## config.mk

```make
export PLATFORM = sky130hd
export DESIGN_NAME = sha256_stream_hasher_top
export DESIGN_NICKNAME = d
export VERILOG_FILES = /design/src/sha_pkg.sv /design/src/sha256_stream_hasher_top.sv
export SDC_FILE = /design/constraint.sdc
export NUM_CORES = 2
export LEC_CHECK = 0
export BUFFER_PORTS_ARGS = -buffer_cell sky130_fd_sc_hd__buf_2
export CORE_MARGIN = 2
export CORE_UTILIZATION = 60
export CTS_BUF_LIST = sky130_fd_sc_hd__clkbuf_8
export DETAILED_ROUTE_END_ITERATION = 6
export HOLD_SLACK_MARGIN = 0.15
export PLACE_DENSITY_LB_ADDON = 0.12
export SLEW_MARGIN = 40
export SYNTH_ARGS = -nofsm -noshare
export SYNTH_HDL_FRONTEND = slang
export SYNTH_SLANG_ARGS = --single-unit
```

## constraint.sdc

```tcl
create_clock -name clk -period 25.7 [get_ports clk]
set_input_delay 5.14 -clock clk [delete_from_list [all_inputs] [get_ports clk]]
set_output_delay 5.14 -clock clk [all_outputs]
set_load 0.05 [all_outputs]
```

## src/sha_pkg.sv

```systemverilog
`timescale 1ns / 1ps
// ----------------------------------------------------------------------------
// sha_pkg
// Shared types and constants for the streaming SHA-256 hasher.
// ----------------------------------------------------------------------------
package sha_pkg;

  typedef enum logic [2:0] {
    ST_GATHER,
    ST_LOAD,
    ST_ROUND,
    ST_UPDATE,
    ST_PAD,
    ST_EMIT
  } sha_state_t;

  localparam logic [7:0]  PAD_BYTE  = 8'h80;
  localparam logic [5:0]  PAD_LIMIT = 6'd56;

  localparam logic [31:0] INIT_H [8] = '{
    32'h6a09e667, 32'hbb67ae85, 32'h3c6ef372, 32'ha54ff53a,
    32'h510e527f, 32'h9b05688c, 32'h1f83d9ab, 32'h5be0cd19};

  localparam logic [31:0] ROUND_K [64] = '{
    32'h428a2f98, 32'h71374491, 32'hb5c0fbcf, 32'he9b5dba5, 32'h3956c25b,
    32'h59f111f1, 32'h923f82a4, 32'hab1c5ed5, 32'hd807aa98, 32'h12835b01,
    32'h243185be, 32'h550c7dc3, 32'h72be5d74, 32'h80deb1fe, 32'h9bdc06a7,
    32'hc19bf174, 32'he49b69c1, 32'hefbe4786, 32'h0fc19dc6, 32'h240ca1cc,
    32'h2de92c6f, 32'h4a7484aa, 32'h5cb0a9dc, 32'h76f988da, 32'h983e5152,
    32'ha831c66d, 32'hb00327c8, 32'hbf597fc7, 32'hc6e00bf3, 32'hd5a79147,
    32'h06ca6351, 32'h14292967, 32'h27b70a85, 32'h2e1b2138, 32'h4d2c6dfc,
    32'h53380d13, 32'h650a7354, 32'h766a0abb, 32'h81c2c92e, 32'h92722c85,
    32'ha2bfe8a1, 32'ha81a664b, 32'hc24b8b70, 32'hc76c51a3, 32'hd192e819,
    32'hd6990624, 32'hf40e3585, 32'h106aa070, 32'h19a4c116, 32'h1e376c08,
    32'h2748774c, 32'h34b0bcb5, 32'h391c0cb3, 32'h4ed8aa4a, 32'h5b9cca4f,
    32'h682e6ff3, 32'h748f82ee, 32'h78a5636f, 32'h84c87814, 32'h8cc70208,
    32'h90befffa, 32'ha4506ceb, 32'hbef9a3f7, 32'hc67178f2};

  function automatic logic [31:0] ror32(input logic [31:0] x, input int unsigned n);
    ror32 = (x >> n) | (x << (32 - n));
  endfunction

endpackage

```

## src/sha256_stream_hasher_top.sv

```systemverilog
`timescale 1ns / 1ps
// ----------------------------------------------------------------------------
// sha256_stream_hasher_top
// Streaming SHA-256 over a byte stream, block bytes held in a 16x32 memory.
// ----------------------------------------------------------------------------
// Usage:
//   input channel: one request per byte (in_message_byte, in_has_byte);
//   in_is_last closes the message, a request with in_has_byte low and
//   in_is_last high closes an empty message or one already sent.
//   output channel: eight digest words, word 0 first, out_last_word on word 7.
// Flow:
//   bytes are taken while the hasher gathers; every 64th byte adds a
//   compression (load, 64 rounds at one round per cycle, update) during
//   which no new request is taken.
//   closing writes padding one byte per cycle up to the end of the block,
//   64 more when the length needs an extra block, with a compression
//   after each padding block, then the eight digest words go out.
// The message schedule runs as a 16-word window loaded from the block
// memory, one memory read per round during the first sixteen rounds.
// Reset returns the chaining words, fill count and length to the start
// state; the block memory is not cleared. While out_stall is high the
// current word is held; no new request is taken until the last word is out.
// ----------------------------------------------------------------------------
module sha256_stream_hasher_top
  import sha_pkg::*;
(
  input  logic        clk,
  input  logic        rst_n,
  input  logic        in_valid,
  output logic        in_stall,
  input  logic [7:0]  in_message_byte,
  input  logic        in_has_byte,
  input  logic        in_is_last,
  output logic        out_valid,
  input  logic        out_stall,
  output logic [31:0] out_digest_word,
  output logic [2:0]  out_word_index,
  output logic        out_last_word
);

  // block memory: 16 big-endian words, byte-lane writes
  logic [31:0] mem [16];
  logic [3:0]  mem_waddr;
  logic [31:0] mem_wdata;
  logic [3:0]  mem_wbe;
  logic        mem_we;
  logic [3:0]  mem_raddr;
  logic [31:0] mem_rdata_r;

  always_ff @(posedge clk) begin
    if (mem_we) begin
      for (int b = 0; b < 4; b++) begin
        if (mem_wbe[b]) mem[mem_waddr][8*b +: 8] <= mem_wdata[8*b +: 8];
      end
    end
    mem_rdata_r <= mem[mem_raddr];
  end

  sha_state_t  state_r, state_nxt;
  logic [31:0] h_r [8];
  logic [31:0] v_r [8];
  logic [31:0] w_r [16];
  logic [6:0]  rnd_r;
  logic [5:0]  fill_r;
  logic [60:0] len_r;
  logic        closing_r;   // message is closed, padding path
  logic        final_r;     // padding block carries the length
  logic        mark_r;      // marker byte still to be written
  logic [5:0]  pad_r;       // byte position during padding writes
  logic [2:0]  oidx_r;

  logic        in_acc;
  assign in_stall = (state_r != ST_GATHER);
  assign in_acc   = in_valid && !in_stall;

  logic [31:0] wnew;
  logic [31:0] w_cur;
  logic [31:0] t1, t2;
  always_comb begin
    wnew = w_r[0] + (ror32(w_r[1], 7) ^ ror32(w_r[1], 18) ^ (w_r[1] >> 3))
         + w_r[9] + (ror32(w_r[14], 17) ^ ror32(w_r[14], 19) ^ (w_r[14] >> 10));
    w_cur = (rnd_r < 7'd16) ? mem_rdata_r : wnew;
    t1 = v_r[7] + (ror32(v_r[4], 6) ^ ror32(v_r[4], 11) ^ ror32(v_r[4], 25))
       + ((v_r[4] & v_r[5]) ^ (~v_r[4] & v_r[6])) + ROUND_K[rnd_r[5:0]] + w_cur;
    t2 = (ror32(v_r[0], 2) ^ ror32(v_r[0], 13) ^ ror32(v_r[0], 22))
       + ((v_r[0] & v_r[1]) ^ (v_r[0] & v_r[2]) ^ (v_r[1] & v_r[2]));
  end

  // padding byte at position pad_r: marker first, then zeros and length
  logic [63:0] bits;
  logic [7:0]  pad_byte;
  assign bits = {len_r, 3'b000};
  always_comb begin
    if (mark_r)                             pad_byte = PAD_BYTE;
    else if (pad_r >= PAD_LIMIT && final_r) pad_byte = bits[8*(63 - pad_r) +: 8];
    else                                    pad_byte = 8'h00;
  end

  // marker position after the closing request's byte
  logic [5:0] pad_start;
  assign pad_start = in_has_byte ? fill_r + 6'd1 : fill_r;

  always_comb begin
    state_nxt = state_r;
    mem_we    = 1'b0;
    mem_waddr = fill_r[5:2];
    mem_wbe   = 4'b1000 >> fill_r[1:0];
    mem_wdata = {4{in_message_byte}};
    mem_raddr = 4'd0;
    unique case (state_r)
      ST_GATHER: begin
        if (in_acc) begin
          mem_we = in_has_byte;
          if (in_has_byte && fill_r == 6'd63) state_nxt = ST_LOAD;
          else if (in_is_last)               state_nxt = ST_PAD;
        end
      end
      ST_LOAD: begin
        mem_raddr = 4'd0;
        state_nxt = ST_ROUND;
      end
      ST_ROUND: begin
        mem_raddr = rnd_r[3:0] + 4'd1;
        if (rnd_r == 7'd63) state_nxt = ST_UPDATE;
      end
      ST_UPDATE: begin
        if (final_r)        state_nxt = ST_EMIT;
        else if (closing_r) state_nxt = ST_PAD;
        else                state_nxt = ST_GATHER;
      end
      ST_PAD: begin
        mem_we    = 1'b1;
        mem_waddr = pad_r[5:2];
        mem_wbe   = 4'b1000 >> pad_r[1:0];
        mem_wdata = {4{pad_byte}};
        if (pad_r == 6'd63) state_nxt = ST_LOAD;
      end
      ST_EMIT: begin
        if (!out_stall && oidx_r == 3'd7) state_nxt = ST_GATHER;
      end
      default: state_nxt = ST_GATHER;
    endcase
  end

  always_ff @(posedge clk) begin
    if (!rst_n) begin
      state_r   <= ST_GATHER;
      fill_r    <= '0;
      len_r     <= '0;
      closing_r <= 1'b0;
      final_r   <= 1'b0;
      mark_r    <= 1'b0;
      pad_r     <= '0;
      oidx_r    <= '0;
      rnd_r     <= '0;
      for (int i = 0; i < 8; i++) h_r[i] <= INIT_H[i];
    end else begin
      state_r <= state_nxt;
      unique case (state_r)
        ST_GATHER: begin
          if (in_acc) begin
            if (in_has_byte) begin
              fill_r <= fill_r + 6'd1;
              len_r  <= len_r + 61'd1;
            end
            if (in_is_last) begin
              closing_r <= 1'b1;
              mark_r    <= 1'b1;
              // a close that arrives with the 64th byte pads a fresh block
              if (in_has_byte && fill_r == 6'd63) begin
                pad_r   <= '0;
                final_r <= 1'b0;
              end else begin
                pad_r   <= pad_start;
                final_r <= (pad_start < PAD_LIMIT);
              end
            end
          end
        end
        ST_LOAD: begin
          rnd_r <= '0;
          for (int i = 0; i < 8; i++) v_r[i] <= h_r[i];
        end
        ST_ROUND: begin
          rnd_r <= rnd_r + 7'd1;
          for (int i = 0; i < 15; i++) w_r[i] <= w_r[i + 1];
          w_r[15] <= w_cur;
          v_r[7] <= v_r[6];
          v_r[6] <= v_r[5];
          v_r[5] <= v_r[4];
          v_r[4] <= v_r[3] + t1;
          v_r[3] <= v_r[2];
          v_r[2] <= v_r[1];
          v_r[1] <= v_r[0];
          v_r[0] <= t1 + t2;
        end
        ST_UPDATE: begin
          for (int i = 0; i < 8; i++) h_r[i] <= h_r[i] + v_r[i];
          oidx_r <= '0;
          // the block after a closed non-final one carries the length
          if (closing_r && !final_r) final_r <= 1'b1;
        end
        ST_PAD: begin
          pad_r  <= pad_r + 6'd1;
          mark_r <= 1'b0;
          if (pad_r == 6'd63) fill_r <= '0;
        end
        ST_EMIT: begin
          if (!out_stall) begin
            oidx_r <= oidx_r + 3'd1;
            if (oidx_r == 3'd7) begin
              for (int i = 0; i < 8; i++) h_r[i] <= INIT_H[i];
              fill_r    <= '0;
              len_r     <= '0;
              closing_r <= 1'b0;
              final_r   <= 1'b0;
            end
          end
        end
        default: ;
      endcase
    end
  end

  assign out_valid       = (state_r == ST_EMIT);
  assign out_digest_word = h_r[oidx_r];
  assign out_word_index  = oidx_r;
  assign out_last_word   = (oidx_r == 3'd7);

  property p_no_take_busy;
    @(posedge clk) disable iff (!rst_n) (state_r != ST_GATHER) |-> in_stall;
  endproperty
  a_no_take_busy: assert property (p_no_take_busy) else $error("request taken while busy");

  property p_emit_hold;
    @(posedge clk) disable iff (!rst_n)
      (out_valid && out_stall) |=> (out_valid && $stable(out_word_index));
  endproperty
  a_emit_hold: assert property (p_emit_hold) else $error("digest word dropped");

  property p_round_range;
    @(posedge clk) disable iff (!rst_n) (state_r == ST_ROUND) |-> (rnd_r < 7'd64);
  endproperty
  a_round_range: assert property (p_round_range) else $error("round count out of range");

endmodule

```

After elaboration in Yosys (flattened, before gate mapping)

Memory sizes are Yosys's and may differ from the RTL's. A register that Yosys moved wholly into a read port is not among the register bits.
Cells that the tools add are included.
W data, S select, Z words.

Reduce and logical (&&, ||, !) cells: 23
Eq/ne operators: 19
Add/subtract/negate cells: 25
Muxes and demuxes: 102
Shift-type cells: 3
$lt $le $gt $ge: 4
Bitwise logic cells: 52

Operator list:

| operator                | count |
|---|---|
| $mux W32                | 28 |
| $add A32 B32 Y32        | 18 |
| $xor A32 B32 Y32        | 9 |
| $mux W61                | 4 |
| $and A32 B32 Y32        | 5 |
| $pmux W61 S2            | 1 |
| $shiftx A64 B33 Y8      | 1 |
| $add A61 B1 Y61 const B | 1 |
| $mux W6                 | 8 |
| $mux W1                 | 36 |
| $mux W3                 | 11 |
| $not A32 Y32            | 1 |
| $or A10 B32 Y32         | 1 |
| $or A13 B32 Y32         | 1 |
| $or A14 B32 Y32         | 1 |
| $or A15 B32 Y32         | 1 |
| $or A19 B32 Y32         | 1 |
| $or A21 B32 Y32         | 1 |
| $or A25 B32 Y32         | 1 |
| $or A26 B32 Y32         | 1 |
| $or A30 B32 Y32         | 1 |
| $or A7 B32 Y32          | 1 |
| $xor A32 B22 Y32        | 1 |
| $xor A32 B29 Y32        | 1 |
| 38 further kinds        | 93 |

Memories kept: 5
RAM bits: 1536
Bits of input ports: 14
Output and inout bits: 38
Register bits after elaboration: 89
Bits in read-only memories: 2048
Word-level logic and storage cells: 242

Memory list:

| memory           | words | bits a word | read ports | clocked after memory_dff | wr ports | line                           | text |
|---|---|---|---|---|---|---|---|
| (name not given) | 64    | 32          | 1          | 0                        | 0        | sha256_stream_hasher_top.sv:84 | `+ ((v_r[4] & v_r[5]) ^ (~v_r[4] & v_r[6])) + ROUND_K[rnd_r[5:0]] + w_cur;` |
| mem              | 16    | 32          | 1          | 1                        | 1        | sha256_stream_hasher_top.sv:42 | `logic [31:0] mem [16];` |
| w_r              | 16    | 32          | 16         | 0                        | 16       | sha256_stream_hasher_top.sv:62 | `logic [31:0] w_r [16];` |
| h_r              | 8     | 32          | 9          | 1                        | 8        | sha256_stream_hasher_top.sv:60 | `logic [31:0] h_r [8];` |
| v_r              | 8     | 32          | 8          | 0                        | 8        | sha256_stream_hasher_top.sv:61 | `logic [31:0] v_r [8];` |

Longest topological paths before layout

An unclocked memory read counts as a cell.

Depth in word-level cells: 11
Depth in mapped cells: 49
Gate-level depth less buffers: 49

Least setup slack after synthesis

Ideal clock, no wire load.

Kind: in2reg
Start: in rst_n
End: mem w_r[0][0] (enable)
Slack: 4983 ps
Buffers on the path: 2
Arrival time: 19640 ps
Library setup time: 1076 ps
Data required time: 24624 ps
Cell stages on the path: 4
Cells stage by stage: nand2_1 -> inv_1 -> clkbuf_1 -> clkbuf_1

RTL lines:

| element     | line                           | text |
|---|---|---|
| from (decl) | sha256_stream_hasher_top.sv:28 | `input logic rst_n,` |
| to (decl)   | sha256_stream_hasher_top.sv:62 |  |

==> flow_summary_export.csv <==
group,metric,value,unit
timing,worstMarginPinSlew,912.5,ps
run_status,status,"finished with violations",
synthesis,synth_compound_area_frac,0.1258,
critical_path,start_kind,"flop",
grt,grt_usage,0.3354,
synthesis,synthMuxAreaShare,0.05402,
critical_path,crit_path_end_kind,"flop",
synthesis,synthCells,7959,
final_layout,finalNetCount,8629,
grt,antenna_found_initial,7,
synthesis,synth_top_family_by_area,"compound AO/OA/AOI/OAI gates",
cts,cts_made_buffers,298,
hold_path,hp-start,"w_r[1][128]",
detailed_routing,dr.pass1.iters,7,
final_layout,syn_to_final_growth,8.696,%
critical_path,cpPeakStageDelay,640,ps
cts,clock_latency,1000,ps
hold_path,hold_depth,0,
grt,overflow,0,
timing,period_share,0.4604,
critical_path,reg2reg_from,"w_r[0][51]",
detailed_routing,drc,6,
cts,cts.path.max_buffers,4,
grt,first_global_vias,61030,
critical_path,cp_slowest_cell,"o21ai_0",
detailed_routing,vias_per_cell,6.225,
pwr,powerDensity,121.2,nW/um2
pwr,p_leak,0.03636,uW
final_layout,stdcell_count,10240,
timing,drv_slew,0,
timing,finalHoldViolations,0,
synthesis,async_flop_share,0,
detailed_routing,drtIter0Drc,7017,
timing,max_freq,0.08452,GHz
pwr,peakVddDrop,0.0002540,V
synthesis,syn_avg_cell_area,11.35,um2
critical_path,worstSetupPathType,"reg2reg",
placed_design,io_buffers,51,
timing,maxSlewHeadroom,0.3898,
die,fp.dieW,392.0,um
critical_path,rr_endpoint,"v_r[0][31]",
detailed_routing,vias,63740,
hold_path,min_path_type,"reg2reg",
die,die_h,392.0,um
final_layout,post_route_cells_drive_above_1_share,0.1080,
die,initial_core_util,0.6039,
cts,cts_hold_buf,0,
critical_path,rrSetupSlack,13870,ps
critical_path,r2r_cells,45,
synthesis,yosysSeqAreaShare,0.5239,
critical_path,arrival,12650,ps
cts,cts-root-buf,"clkbuf_8",
final_layout,seq_area,47350,um2
final_layout,fill_cells,11630,
hold_path,holdPathEnd,"w_r[1][96]",
die,core.rowCount,142,
timing,finalSetupTns,0,ps
cts,clk_pin_slew,60,ps
synthesis,synth-seq-cells,1660,
detailed_routing,wl_per_cell,25.34,um
synthesis,synth_warnings,0,
detailed_routing,antenna_left,0,
die,dieArea,153700,um2
die,ios,52,
timing,skew,120.4,ps
synthesis,synth_edf_count,1408,
cts,cts_resized,0,
grt,grt_pass1_wl,386.0,mm
grt,grt_max_degree,149,
synthesis,synthAdderAreaFrac,0.1001,
cts,cts_setup_buffers,0,
die,core-area,149600,um2
detailed_routing,wl,259.5,mm
flow_run,drv_cap,0,
cts,clock-sinks,1660,
placed_design,dpl.hpwl,181.9,mm
synthesis,synth_area,90340,um2
synthesis,syn_nets,8574,
timing,rsz0062_at_grt,"false",
timing,setup_viol,0,
synthesis,ys.flop_type,"edfxtp_1",
synthesis,synthXorXnorAreaFrac,0.06119,
run_status,violations,"DRC",
synthesis,synth.distinct_cells,99,
final_layout,multi_input_area,40230,um2
final_layout,utilization,0.6564,
critical_path,path_max_fanout,5,
critical_path,required,26520,ps
cts,htree_levels,5,
placed_design,gp_routability_congestion,0.9793,
synthesis,synth_simple_gate_area_frac,0.1010,
cts,tritoncts,"built",
timing,period_needed,11830,ps
placed_design,placedCellCount,9727,
==> how the worst max path moves through the flow <==
stage | from | end | slack, ps | cells past startpoint
floorplan | rst_n | w_r[0][0] | 4980 | 4
global placement | w_r[0][40] | v_r[0][31] | 14160 | 45
detailed placement | w_r[0][51] | v_r[0][31] | 14090 | 45
CTS | w_r[0][51] | v_r[0][31] | 14010 | 45
global route | w_r[0][51] | v_r[0][31] | 13300 | 45
finish | w_r[0][51] | v_r[0][31] | 13870 | 45
==> flip-flops by register name (all words and copies together) (netlist names), named ones only <==
register,flops
v_r,256
mem_rdata_r,32
w_r,512
fill_r,6
closing_r,1
pad_r,6
state_r,3
mark_r,1
out_word_index,3
len_r,61
rnd_r,7
h_r,256
mem,512
final_r,1
==> per-layer routing <==
| metal | vias to the layer above | global-route usage | part of all wire |
|---|---|---|---|
| li1 | 28950 | - | - |
| met1 | 31400 | 0.4956 | 0.44 |
| met2 | 2919 | 0.5059 | 0.44 |
| met3 | 478 | 0.05588 | 0.086 |
| met4 | 2 | 0.1105 | 0.034 |
| met5 | - | 0 | 0.000050 |
==> metrics by stage <==
| step | setup WS, ps | total power (uW) | cell area [um2] | hold slack (ps) |
|---|---|---|---|---|
| 5_1_grt | 13300 | 12740 | 98200 | 344.2 |
| 6_report | 13870 | 11900 | 98200 | 342.7 |
| 4_1_cts | 14010 | 11840 | 98060 | 331.9 |
| 3_5_place_dp | 14090 | 9513 | 92730 | 404.5 |
| 3_3_place_gp | 14160 | 9412 | 92600 | 400.2 |
| 2_1_floorplan | 4984 | 8025 | 90340 | 400.3 |
==> report_power, final <==
group	internal [uW]	switching, uW	total [uW]
Sequential	3080	84.8	3170
Combinational	2600	3850	6440
Clock	1200	1090	2290
Total	6880	5030	11900
==> critical path, delay by kind of cell, from the launching register on <==
kind / cells / cell delay [ps]
adders and majority gates: 10 / 4230
DFF: 1 / 470
buffers and inverters: 7 / 460
and+or+nand+nor: 3 / 420
AOI/OAI and AO/OA: 20 / 4890
xor gates and xnor gates: 5 / 1170
==> cell families (layout without fill, tap and decap cells) <==
logic type	after synthesis	after routing
adders and majority gates	606	606
AOI/OAI and AO/OA	1765	1765
DFF	1660	1660
muxes	362	362
buffers and inverters	819	1082
and+or+nand+nor	2119	2119
xor gates and xnor gates	628	628
other	0	2
==> cell usage in the layout, fill, tap and decap left out, types with 106 or more instances in the layout <==
cell	n
o21ai_0	405
fa_1	196
xor2_1	238
clkbuf_8	320
mux2_2	194
nor2_1	457
nand3_1	124
ha_1	403
nor3_1	106
dfxtp_1	244
inv_1	530
nand2_1	1102
a21o_1	201
xnor2_1	388
edfxtp_1	1408
a31oi_1	108
a21oi_1	440
==> cell type report <==
| cell class | count | area share |
|---|---|---|
| repair buffers | 146 | 0.01160 |
| diodes | 2 | 0.00005097 |
| multi-input cells | 5480 | 0.4097 |
| clock inverters | 189 | 0.009595 |
| inverters | 428 | 0.01646 |
| flip-flops and latches | 1660 | 0.4822 |
| clock buffers | 319 | 0.04471 |
| well taps | 2016 | 0.02569 |
==> Yosys cell counts, types with 109 or more instances <==
| library cell | count | share of area |
|---|---|---|
| mux2_2 | 194 | 0.024 |
| nand2_1 | 1108 | 0.046 |
| o21ai_0 | 419 | 0.023 |
| nand3_1 | 124 | 0.0069 |
| xnor2_1 | 388 | 0.038 |
| dfxtp_1 | 252 | 0.056 |
| nor3_1 | 109 | 0.0060 |
| inv_1 | 426 | 0.018 |
| nor2_1 | 475 | 0.020 |
| xor2_1 | 238 | 0.023 |
| a21o_1 | 201 | 0.017 |
| edfxtp_1 | 1408 | 0.47 |
| fa_1 | 196 | 0.043 |
| clkbuf_1 | 326 | 0.014 |
| a21oi_1 | 441 | 0.024 |
| ha_1 | 405 | 0.056 |
Power figures use the tool's default switching activity.
